[config.mk]
export PLATFORM = sky130hd
export DESIGN_NAME = uart_buffered_tx_rx_engine
export DESIGN_NICKNAME = d
export VERILOG_FILES = /design/src/sv/ubtr_pkg.sv /design/src/sv/ubtr_ram.sv /design/src/sv/uart_buffered_tx_rx_engine.sv
export SDC_FILE = /design/constraint.sdc
export NUM_CORES = 1
export LEC_CHECK = 0
export BUFFER_PORTS_ARGS = -buffer_cell sky130_fd_sc_hd__buf_2
export CORE_AREA = 2 2 292 179
export DETAILED_ROUTE_END_ITERATION = 10
export DIE_AREA = 0 0 294 181
export GPL_TIMING_DRIVEN = 0
export RECOVER_POWER = 50
export SLEW_MARGIN = 20
export SYNTH_ARGS = -nofsm -noshare
export SYNTH_HDL_FRONTEND = slang
export SYNTH_SLANG_ARGS = --single-unit
[constraint.sdc]
create_clock -name clk -period 9.11 [get_ports clk]
set_input_delay 0.4555 -clock clk [delete_from_list [all_inputs] [get_ports clk]]
set_output_delay 0.4555 -clock clk [all_outputs]
set_load 0.01 [all_outputs]
[src/sv/ubtr_pkg.sv]
`default_nettype none

package ubtr_pkg;

	// default ring depth for both queues
	localparam int BUFFER_DEPTH_DEF = 16;

	// fixed payload widths
	localparam int BYTE_W  = 8;
	localparam int LEVEL_W = 5;

	// operation codes
	typedef enum logic [1:0] {
		OP_HOST_WRITE = 2'd0,
		OP_HOST_READ  = 2'd1,
		OP_TX_DONE    = 2'd2,
		OP_RX_BYTE    = 2'd3
	} op_t;

endpackage

`default_nettype wire

[src/sv/ubtr_ram.sv]
`default_nettype none

module ubtr_ram #(
	parameter int WIDTH = 8,
	parameter int DEPTH = 16
) (
	input  wire logic                     clk,
	input  wire logic                     we,
	input  wire logic [$clog2(DEPTH)-1:0] waddr,
	input  wire logic [WIDTH-1:0]         wdata,
	input  wire logic                     re,
	input  wire logic [$clog2(DEPTH)-1:0] raddr,
	output logic      [WIDTH-1:0]         rdata
);

	logic [WIDTH-1:0] mem_q [DEPTH];

	// one write port, one registered read port
	always_ff @(posedge clk) begin
		if (we) begin
			mem_q[waddr] <= wdata;
		end
		if (re) begin
			rdata <= mem_q[raddr];
		end
	end

endmodule

`default_nettype wire

[src/sv/uart_buffered_tx_rx_engine.sv]
`default_nettype none

// UART byte buffer: a transmit and a receive ring queue of BUFFER_DEPTH bytes (a power of
// two, 2 to 16), each held in a single-port-write RAM with a registered read, plus a
// transmitter busy flag. Each request carries one operation (host write, host read,
// transmit done, byte received) and yields exactly one response. The queue pointers and
// fill counts update at acceptance and the RAM is read in the same cycle, its registered
// data lands in the output register on the next edge. A new request is taken once no
// request waits in stage one for RAM data and the output register is empty or being
// drained, so a new request cannot be taken while the last one is still in flight.
// When a host write starts an idle transmitter on an empty queue, the byte is forwarded
// straight to send_byte rather than being read back from the RAM.
module uart_buffered_tx_rx_engine #(
	parameter int BUFFER_DEPTH = ubtr_pkg::BUFFER_DEPTH_DEF
) (
	input  wire logic                           clk,
	input  wire logic                           arst_n,
	input  wire logic                           in_valid,
	output logic                                in_stall,
	input  wire logic [1:0]                     opcode,
	input  wire logic [ubtr_pkg::BYTE_W-1:0]    data_in,
	output logic                                out_valid,
	input  wire logic                           out_stall,
	output logic                                status,
	output logic      [ubtr_pkg::BYTE_W-1:0]    rx_data,
	output logic                                send_valid,
	output logic      [ubtr_pkg::BYTE_W-1:0]    send_byte,
	output logic      [ubtr_pkg::LEVEL_W-1:0]   rx_level,
	output logic                                tx_active
);

	localparam int IW = $clog2(BUFFER_DEPTH);
	localparam int FW = IW + 1;
	localparam logic [FW-1:0] FULL = FW'(BUFFER_DEPTH);

	// queue state
	logic [IW-1:0] tx_head_q, rx_head_q;
	logic [FW-1:0] tx_fill_q, rx_fill_q;
	logic          busy_q;

	logic [IW-1:0] tx_head_d, rx_head_d;
	logic [FW-1:0] tx_fill_d, rx_fill_d;
	logic          busy_d;

	// ram controls
	logic                        tx_we, rx_we, tx_re, rx_re;
	logic [IW-1:0]               tx_waddr, rx_waddr, tx_raddr, rx_raddr;
	logic [ubtr_pkg::BYTE_W-1:0] tx_rdata, rx_rdata;

	// response fields decided at acceptance
	logic                        res_status, res_send, res_fwd, res_rd_rx;
	logic [FW-1:0]               fill_a;
	logic [IW-1:0]               head_a;

	// stage one: waiting for ram data
	logic                        s1_valid;
	logic                        status_s1, send_s1, fwd_s1, rd_rx_s1, active_s1;
	logic [ubtr_pkg::BYTE_W-1:0] fwd_byte_s1;
	logic [FW-1:0]               level_s1;

	// output register
	logic                        out_valid_q, status_q, send_q, active_q;
	logic [ubtr_pkg::BYTE_W-1:0] rx_data_q, send_byte_q;
	logic [ubtr_pkg::LEVEL_W-1:0] level_q;

	logic accept;

	// take a request when nothing is in flight and the output is free or draining
	assign in_stall = s1_valid | (out_valid_q & out_stall);
	assign accept   = in_valid & ~in_stall;

	// operation decode and pointer arithmetic
	always_comb begin
		tx_head_d  = tx_head_q;
		rx_head_d  = rx_head_q;
		tx_fill_d  = tx_fill_q;
		rx_fill_d  = rx_fill_q;
		busy_d     = busy_q;
		tx_we      = 1'b0;
		rx_we      = 1'b0;
		tx_re      = 1'b0;
		rx_re      = 1'b0;
		tx_waddr   = tx_head_q;
		rx_waddr   = rx_head_q;
		tx_raddr   = tx_head_q - tx_fill_q[IW-1:0];
		rx_raddr   = rx_head_q - rx_fill_q[IW-1:0];
		res_status = 1'b0;
		res_send   = 1'b0;
		res_fwd    = 1'b0;
		res_rd_rx  = 1'b0;
		fill_a     = tx_fill_q;
		head_a     = tx_head_q;
		unique case (ubtr_pkg::op_t'(opcode))
			ubtr_pkg::OP_HOST_WRITE: begin
				// queue the byte, then start the shifter if idle
				if (tx_fill_q == FULL) begin
					res_status = 1'b1;
				end else begin
					tx_we  = accept;
					head_a = tx_head_q + IW'(1);
					fill_a = tx_fill_q + FW'(1);
				end
				tx_head_d = head_a;
				tx_fill_d = fill_a;
				if (!busy_q) begin
					if (fill_a == '0) begin
						busy_d = 1'b0;
					end else begin
						busy_d    = 1'b1;
						res_send  = 1'b1;
						res_fwd   = (tx_fill_q == '0);
						tx_re     = accept & (tx_fill_q != '0);
						tx_raddr  = head_a - fill_a[IW-1:0];
						tx_fill_d = fill_a - FW'(1);
					end
				end
			end
			ubtr_pkg::OP_HOST_READ: begin
				// pop a received byte
				if (rx_fill_q == '0) begin
					res_status = 1'b1;
				end else begin
					res_rd_rx = 1'b1;
					rx_re     = accept;
					rx_fill_d = rx_fill_q - FW'(1);
				end
			end
			ubtr_pkg::OP_TX_DONE: begin
				// hand on the next byte or go idle
				if (tx_fill_q == '0) begin
					busy_d = 1'b0;
				end else begin
					res_send  = 1'b1;
					tx_re     = accept;
					tx_fill_d = tx_fill_q - FW'(1);
				end
			end
			ubtr_pkg::OP_RX_BYTE: begin
				// queue a received byte or drop it
				if (rx_fill_q == FULL) begin
					res_status = 1'b1;
				end else begin
					rx_we     = accept;
					rx_head_d = rx_head_q + IW'(1);
					rx_fill_d = rx_fill_q + FW'(1);
				end
			end
			default: begin
				res_status = 1'b0;
			end
		endcase
	end

	// queue state registers
	always_ff @(posedge clk or negedge arst_n) begin
		if (!arst_n) begin
			tx_head_q <= '0;
			rx_head_q <= '0;
			tx_fill_q <= '0;
			rx_fill_q <= '0;
			busy_q    <= 1'b0;
		end else if (accept) begin
			tx_head_q <= tx_head_d;
			rx_head_q <= rx_head_d;
			tx_fill_q <= tx_fill_d;
			rx_fill_q <= rx_fill_d;
			busy_q    <= busy_d;
		end
	end

	// stage one valid
	always_ff @(posedge clk or negedge arst_n) begin
		if (!arst_n) begin
			s1_valid <= 1'b0;
		end else begin
			s1_valid <= accept;
		end
	end

	// stage one payload
	always_ff @(posedge clk) begin
		if (accept) begin
			status_s1   <= res_status;
			send_s1     <= res_send;
			fwd_s1      <= res_fwd;
			rd_rx_s1    <= res_rd_rx;
			active_s1   <= busy_d;
			fwd_byte_s1 <= data_in;
			level_s1    <= rx_fill_d;
		end
	end

	// output register valid
	always_ff @(posedge clk or negedge arst_n) begin
		if (!arst_n) begin
			out_valid_q <= 1'b0;
		end else if (s1_valid) begin
			out_valid_q <= 1'b1;
		end else if (!out_stall) begin
			out_valid_q <= 1'b0;
		end
	end

	// output register payload, merging ram data
	always_ff @(posedge clk) begin
		if (s1_valid) begin
			status_q    <= status_s1;
			send_q      <= send_s1;
			active_q    <= active_s1;
			level_q     <= ubtr_pkg::LEVEL_W'(level_s1);
			rx_data_q   <= rd_rx_s1 ? rx_rdata : '0;
			send_byte_q <= !send_s1 ? '0 : (fwd_s1 ? fwd_byte_s1 : tx_rdata);
		end
	end

	assign out_valid  = out_valid_q;
	assign status     = status_q;
	assign rx_data    = rx_data_q;
	assign send_valid = send_q;
	assign send_byte  = send_byte_q;
	assign rx_level   = level_q;
	assign tx_active  = active_q;

	// transmit queue storage
	ubtr_ram #(
		.WIDTH(ubtr_pkg::BYTE_W),
		.DEPTH(BUFFER_DEPTH)
	) u_tx_ram (
		.clk  (clk),
		.we   (tx_we),
		.waddr(tx_waddr),
		.wdata(data_in),
		.re   (tx_re),
		.raddr(tx_raddr),
		.rdata(tx_rdata)
	);

	// receive queue storage
	ubtr_ram #(
		.WIDTH(ubtr_pkg::BYTE_W),
		.DEPTH(BUFFER_DEPTH)
	) u_rx_ram (
		.clk  (clk),
		.we   (rx_we),
		.waddr(rx_waddr),
		.wdata(data_in),
		.re   (rx_re),
		.raddr(rx_raddr),
		.rdata(rx_rdata)
	);

endmodule

`default_nettype wire
[Word level (Yosys, flattened, before mapping)]
Memory sizes are Yosys's and may differ from the RTL's. A register that Yosys moved wholly into a read port is not among the register bits.
Cells that the tools add are included.
Word-level totals
  register bits after elaboration: 63
  bits in writable memories: 256
  bits of input ports: 14
  output and inout bits: 26
  memories kept: 2
Memory list
  u_rx_ram.mem_q: depth 16, width 8, read ports 1, clocked after memory_dff 1, write ports 1, RTL line ubtr_ram.sv:16  | logic [WIDTH-1:0] mem_q [DEPTH];
  u_tx_ram.mem_q: depth 16, width 8, read ports 1, clocked after memory_dff 1, write ports 1, RTL line ubtr_ram.sv:16
Operators by class
  add/subtract/negate cells: 10
  equality and inequality tests: 7
  muxes and demuxes: 43
  bitwise operators: 7
  reductions and logical operators: 10
Operators with widths (number)
  2-to-1 mux 5 bit: 7
  2-to-1 mux 1 bit: 24
  2-to-1 mux 4 bit: 5
  case mux 5 bit (2 select lines): 2
  zero test 5 bit: 3
  subtractor 5 x 1 -> 5 bit (second input constant): 3
  subtractor 4 bit: 3
  adder 5 x 1 -> 5 bit (second input constant): 2
  == test 5 bit (second input constant): 2
  adder 4 x 1 -> 4 bit (second input constant): 2
  2-to-1 mux 8 bit: 1
  case mux 1 bit (2 select lines): 3
  AND reduction 3 bit: 2
  nonzero test 5 bit: 1
  == test 2 bit (second input constant): 2
  AND 1 bit: 3
  inverter 1 bit: 3
  case mux 1 bit (3 select lines): 1
  OR reduction 3 bit: 1
  == test 2 x 1 -> 1 bit (second input constant): 1
  zero test 2 bit: 1
  != test 2 x 1 -> 1 bit (second input constant): 1
  != test 2 bit (second input constant): 1
  AND reduction 2 bit: 1
  2 further kinds: 2

[Depth between registers and ports, before layout]
  depth in word-level cells: 8
  mapped depth: 13
  mapped depth without buffers: 12

[By module]
From an unflattened synthesis, not the netlist that was laid out.
Second synthesis, totals
  cells, all modules: 755
  area total of the unflattened synthesis: 13824.5 um2
By module, submodules not included
  ubtr_ram: times used 2, cells each 229, area each 5227.5 um2, sequential area each 4083.9 um2
  uart_buffered_tx_rx_engine: times used 1, cells each 297, area each 3369.5 um2, sequential area each 1786.7 um2

[Least setup slack after synthesis]
OpenSTA, ideal clock, no wires.
  path kind: flip-flop to flip-flop
  start: register tx_fill_q[0]
  end: register u_tx_ram.rdata[6] (read register of u_tx_ram.mem_q), data pin
  library setup time: 0.279 ns
  data arrival time: 2.971 ns
  data required time: 8.831 ns
  path slack: 5.860 ns
  cell stages (with the launch flop): 14
  path through: dfrtp_1 -> buf_2 -> inv_1 -> ha_1 -> nand2_2 -> nor3_2 -> nor3_1 -> a21oi_1 -> fa_1 -> mux2i_2 -> buf_6 -> mux4_2 -> mux2i_1 -> mux2i_1
On the way
  longest elaborated chain between the ends: 7
Ends and longest elaborated chain
  from (decl): RTL line uart_buffered_tx_rx_engine.sv:38  | logic [FW-1:0] tx_fill_q, rx_fill_q;
  from (signal assigned): RTL line uart_buffered_tx_rx_engine.sv:165  | tx_fill_q <= tx_fill_d;
  adder 5 x 1 -> 5 bit or == test 5 bit (tied branches): RTL line uart_buffered_tx_rx_engine.sv:101, uart_buffered_tx_rx_engine.sv:96
  2-to-1 mux 5 bit or 2-to-1 mux 4 bit (tied branches): RTL line uart_buffered_tx_rx_engine.sv:96  | if (tx_fill_q == FULL) begin
  2-to-1 mux 5 bit or 2-to-1 mux 4 bit (tied branches): RTL line uart_buffered_tx_rx_engine.sv:93  | unique case (ubtr_pkg::op_t'(opcode))
  subtractor 4 bit or zero test 5 bit (tied branches): RTL line uart_buffered_tx_rx_engine.sv:113, uart_buffered_tx_rx_engine.sv:106
  2-to-1 mux 4 bit or 2-to-1 mux 1 bit (tied branches): RTL line uart_buffered_tx_rx_engine.sv:106  | if (fill_a == '0) begin
  2-to-1 mux 4 bit or 2-to-1 mux 1 bit (tied branches): RTL line uart_buffered_tx_rx_engine.sv:105  | if (!busy_q) begin
  2-to-1 mux 4 bit or case mux 1 bit (2 select lines) (tied branches): RTL line uart_buffered_tx_rx_engine.sv:93
  to (decl): RTL line ubtr_ram.sv:13  | output logic [WIDTH-1:0] rdata
Parallel ways exist; a longest one is shown, timed or not. The select of a mux whose other input is x is not followed.
A chain may end at the register's enable or synchronous reset.

[Final worst setup path]
  start: register s1_valid
  end: memory u_tx_ram.mem_q[8][5], enable pin
On the way
  longest elaborated chain between the ends: 7
Ends and longest elaborated chain
  from (decl): RTL line uart_buffered_tx_rx_engine.sv:56  | logic s1_valid;
  from (signal assigned): RTL line uart_buffered_tx_rx_engine.sv:176  | s1_valid <= accept;
  OR 1 bit: RTL line uart_buffered_tx_rx_engine.sv:69  | assign in_stall = s1_valid | (out_valid_q & out_stall);
  inverter 1 bit: RTL line uart_buffered_tx_rx_engine.sv:70  | assign accept = in_valid & ~in_stall;
  AND 1 bit: RTL line uart_buffered_tx_rx_engine.sv:70
  2-to-1 mux 1 bit: RTL line uart_buffered_tx_rx_engine.sv:96
  2-to-1 mux 1 bit: RTL line uart_buffered_tx_rx_engine.sv:93
  2-to-1 mux 1 bit: RTL line ubtr_ram.sv:20  | if (we) begin
  2-to-1 mux 1 bit (implied by the code): RTL line ubtr_ram.sv:21  | mem_q[waddr] <= wdata;
  to (decl): RTL line ubtr_ram.sv:16
Every way passes these cells.

==> results.yml <==
yosys:
  synth_cell_types: 52
  synth_adder_area_share: 0.0231
  yosys.cell_count.top_type: "edfxtp_1"
  avgSynthCellArea_um2: 17.3
  synth_top_family_by_area: "multiplexers"
  yosys.area.top_type: "edfxtp_1"
  yosys_warnings: 0
  synth-xor-area-share: 0.0144
  synth-main-ff-cell: "edfxtp_1"
  synthMuxAreaShare: 0.148
  synth_compound_area_frac: 0.0339
  yosysSeqAreaShare: 0.712
  synth_edf_count: 314
  yosys.area_share.simple: 0.0505
  synthArstFlopShare: 0.0627
  syn_area_um2: 14000
  syn_inst: 808
  synth_nets: 846
  synth.area.top_cells: "edfxtp_1, mux4_2, mux2i_1"
  ys_ff_latch: 335
  synth_commonest_cells: "edfxtp_1, mux2i_1, mux4_2, nor2_1, nand2_1"
  netlist.area_leader.share: 0.674
timing:
  rsz0062_at_grt: "false"
  setup_violations: 0
  max_slew_margin: -0.155
  period_share: 0.481
  slew_violations: 273
  setup_tns_ns: 0
  timing.hold.ws_ns: 0.154
  fin_crit_ns: 4.38
  fin_skew_ns: 0.0185
  tightest_slew_ns: 1.73
  hold_viol_final: 0
  max_freq_mhz: 228
detailed_routing:
  drtAntennaViolNets: 0
  num_vias: 7242
  viasPerCell: 4.61
  drt_iter0_drc: 569
  firstDrtPassIters: 5
  wl_per_cell_um: 18.7
  drc: 0
  routed_wl_um: 29400
hold_path:
  whs_path_depth: 3
  hold_class: "input port to register"
die:
  io_pins: 40
  dieHeight_um: 181
  fp.dieW_um: 294
  rows: 64
  die-area_um2: 53200
  floorplan.initialDensity: 0.278
  coreArea_um2: 50400
placement:
  place.gp.congestion: 0.853
  placed_area_um2: 15200
  dpl.hpwl_um: 19800
  port_buffers: 38
final_layout:
  multi_input_area_um2: 3860
  area_growth_pct: 14.4
  drive_gt1_frac: 0.163
  seq_area_um2: 9950
  postLayoutCellArea_um2: 16000
  fin_nets: 926
  n_fill_cell: 4878
worst_setup_path:
  cp.required_ns: 9.29
  cp_data_arrival_time_ns: 4.56
  end_kind: "register"
  crit_path_start_kind: "register"
  rr_worst_depth: 7
  critPathKind: "register to register"
  cp_max_fo: 25
global_routing:
  grt_usage: 0.111
  grt_pass1_vias: 7229
  grt_max_degree: 34
  grt_overflow: 0
  grt_pass1_wl_um: 45100
  antenna_found_initial: 1
clocking:
  post_cts_resize_count: 0
  htreeDepth: 1
  clkSlewWorstSetupHoldPaths_ns: 0.07
  cts_sinks: 335
  root_buffer: "clkbuf_16"
  tritoncts: "built"
  cts_buffer_depth: 3
  clk_latency_ns: 0.56
  cts_inserted_buffers: 29
outcome:
  status: "finished with violations"
  violations: "capacitance limit, slew limit"
pwr:
  cellPowerDensity_nw_per_um2: 366
  vdd_ir_drop_max_mv: 0.181
  p_leak_nw: 5.35
flow_run:
  maxCapViolations: 8
==> final cells by class <==
cell class,count,area share
Inverter,25,0.00586
Sequential cell,335,0.622
Tap cell,660,0.0516
Multi-Input combinational cell,413,0.241
Clock inverter,16,0.00688
Timing Repair Buffer,49,0.0152
Buffer,35,0.0102
Antenna cell,1,0.000156
Clock buffer,37,0.0472
==> power by group <==
group / internal [mW] / switching, mW
logic: 1.19 / 1.56
clock network: 0.616 / 0.544
registers: 1.87 / 0.0781
==> kinds of logic (layout without fill, tap and decap cells) <==
family                   count (synthesis)  count (layout)
flip-flops                             335             335
multiplexers                           150             150
AND/OR/NAND/NOR                        142             142
AO/OA/AOI/OAI                           74              74
buffers and inverters                   60             162
adder cells (fa/ha/maj)                 24              24
XOR/XNOR                                23              23
other                                    0               1
==> state kept, by name, summed over array words and instances, names as in the netlist, 8 cells and up <==
register	cells
u_rx_ram.mem_q	128
u_rx_ram.rdata	8
u_tx_ram.mem_q	128
u_tx_ram.rdata	8
send_byte	8
rx_data	8
fwd_byte_s1	8
==> through the flow <==
stage	power, mW	cells	worst slack [ns]	utilization
after detailed placement	4.74	1516	4.89	0.301
after global placement	4.71	1506	4.48	0.298
after global routing	6.22	1570	4.40	0.318
after CTS	5.91	1570	4.87	0.318
after floorplan	3.97	808	5.86	-
final	5.86	1571	4.73	0.318
==> cell usage in the layout (no fill, tap or decap), drive strengths merged, types with 13 or more instances in the layout <==
master / count
nor2: 36
nor3: 15
nand2: 30
a21oi: 26
ha: 21
edfxtp: 314
buf: 38
xnor2: 17
mux4: 45
dfrtp: 21
inv: 25
clkinv: 13
o21ai: 19
clkbuf: 82
nor2b: 18
mux2i: 103
==> routing by layer <==
| layer | vias to the layer above | GRT usage | part of all wire |
|---|---|---|---|
| met2 | 195 | 0.156 | 0.41 |
| met5 | - | 0 | 0 |
| met3 | 37 | 0.0219 | 0.061 |
| li1 | 3303 | - | - |
| met4 | 0 | 0.0204 | 0.014 |
| met1 | 3707 | 0.176 | 0.51 |
==> critical path, stage by stage (launching register included) <==
cell and delay [ns]:
dfrtp_1 0.86, a21oi_1 0.43, nand2_1 0.33, a211oi_2 0.73, nand2_1 0.24, nor2_1 0.36, nand2_1 0.22, nor2_1 0.81
==> repair_timing <==
action | 4_1_cts | 5_1_grt
hold buffers | 1 | 0
endpoints found under the hold margin | 21 | 0
buffers inserted | 0 | 0
==> final timing paths <==
path / end / from / slack, ns
max in group asynchronous: busy_q / arst_n / 7.51
min in group asynchronous: tx_head_q[2] / arst_n / 0.76
min: out_valid / out_stall / 0.15
max: u_tx_ram.mem_q[8][5] / s1_valid / 4.73
min reg2reg: rx_level[4] / level_s1[4] / 0.42
max reg2reg: u_tx_ram.mem_q[8][5] / s1_valid / 4.73
Note: power is estimated with default switching activity, not from simulation.
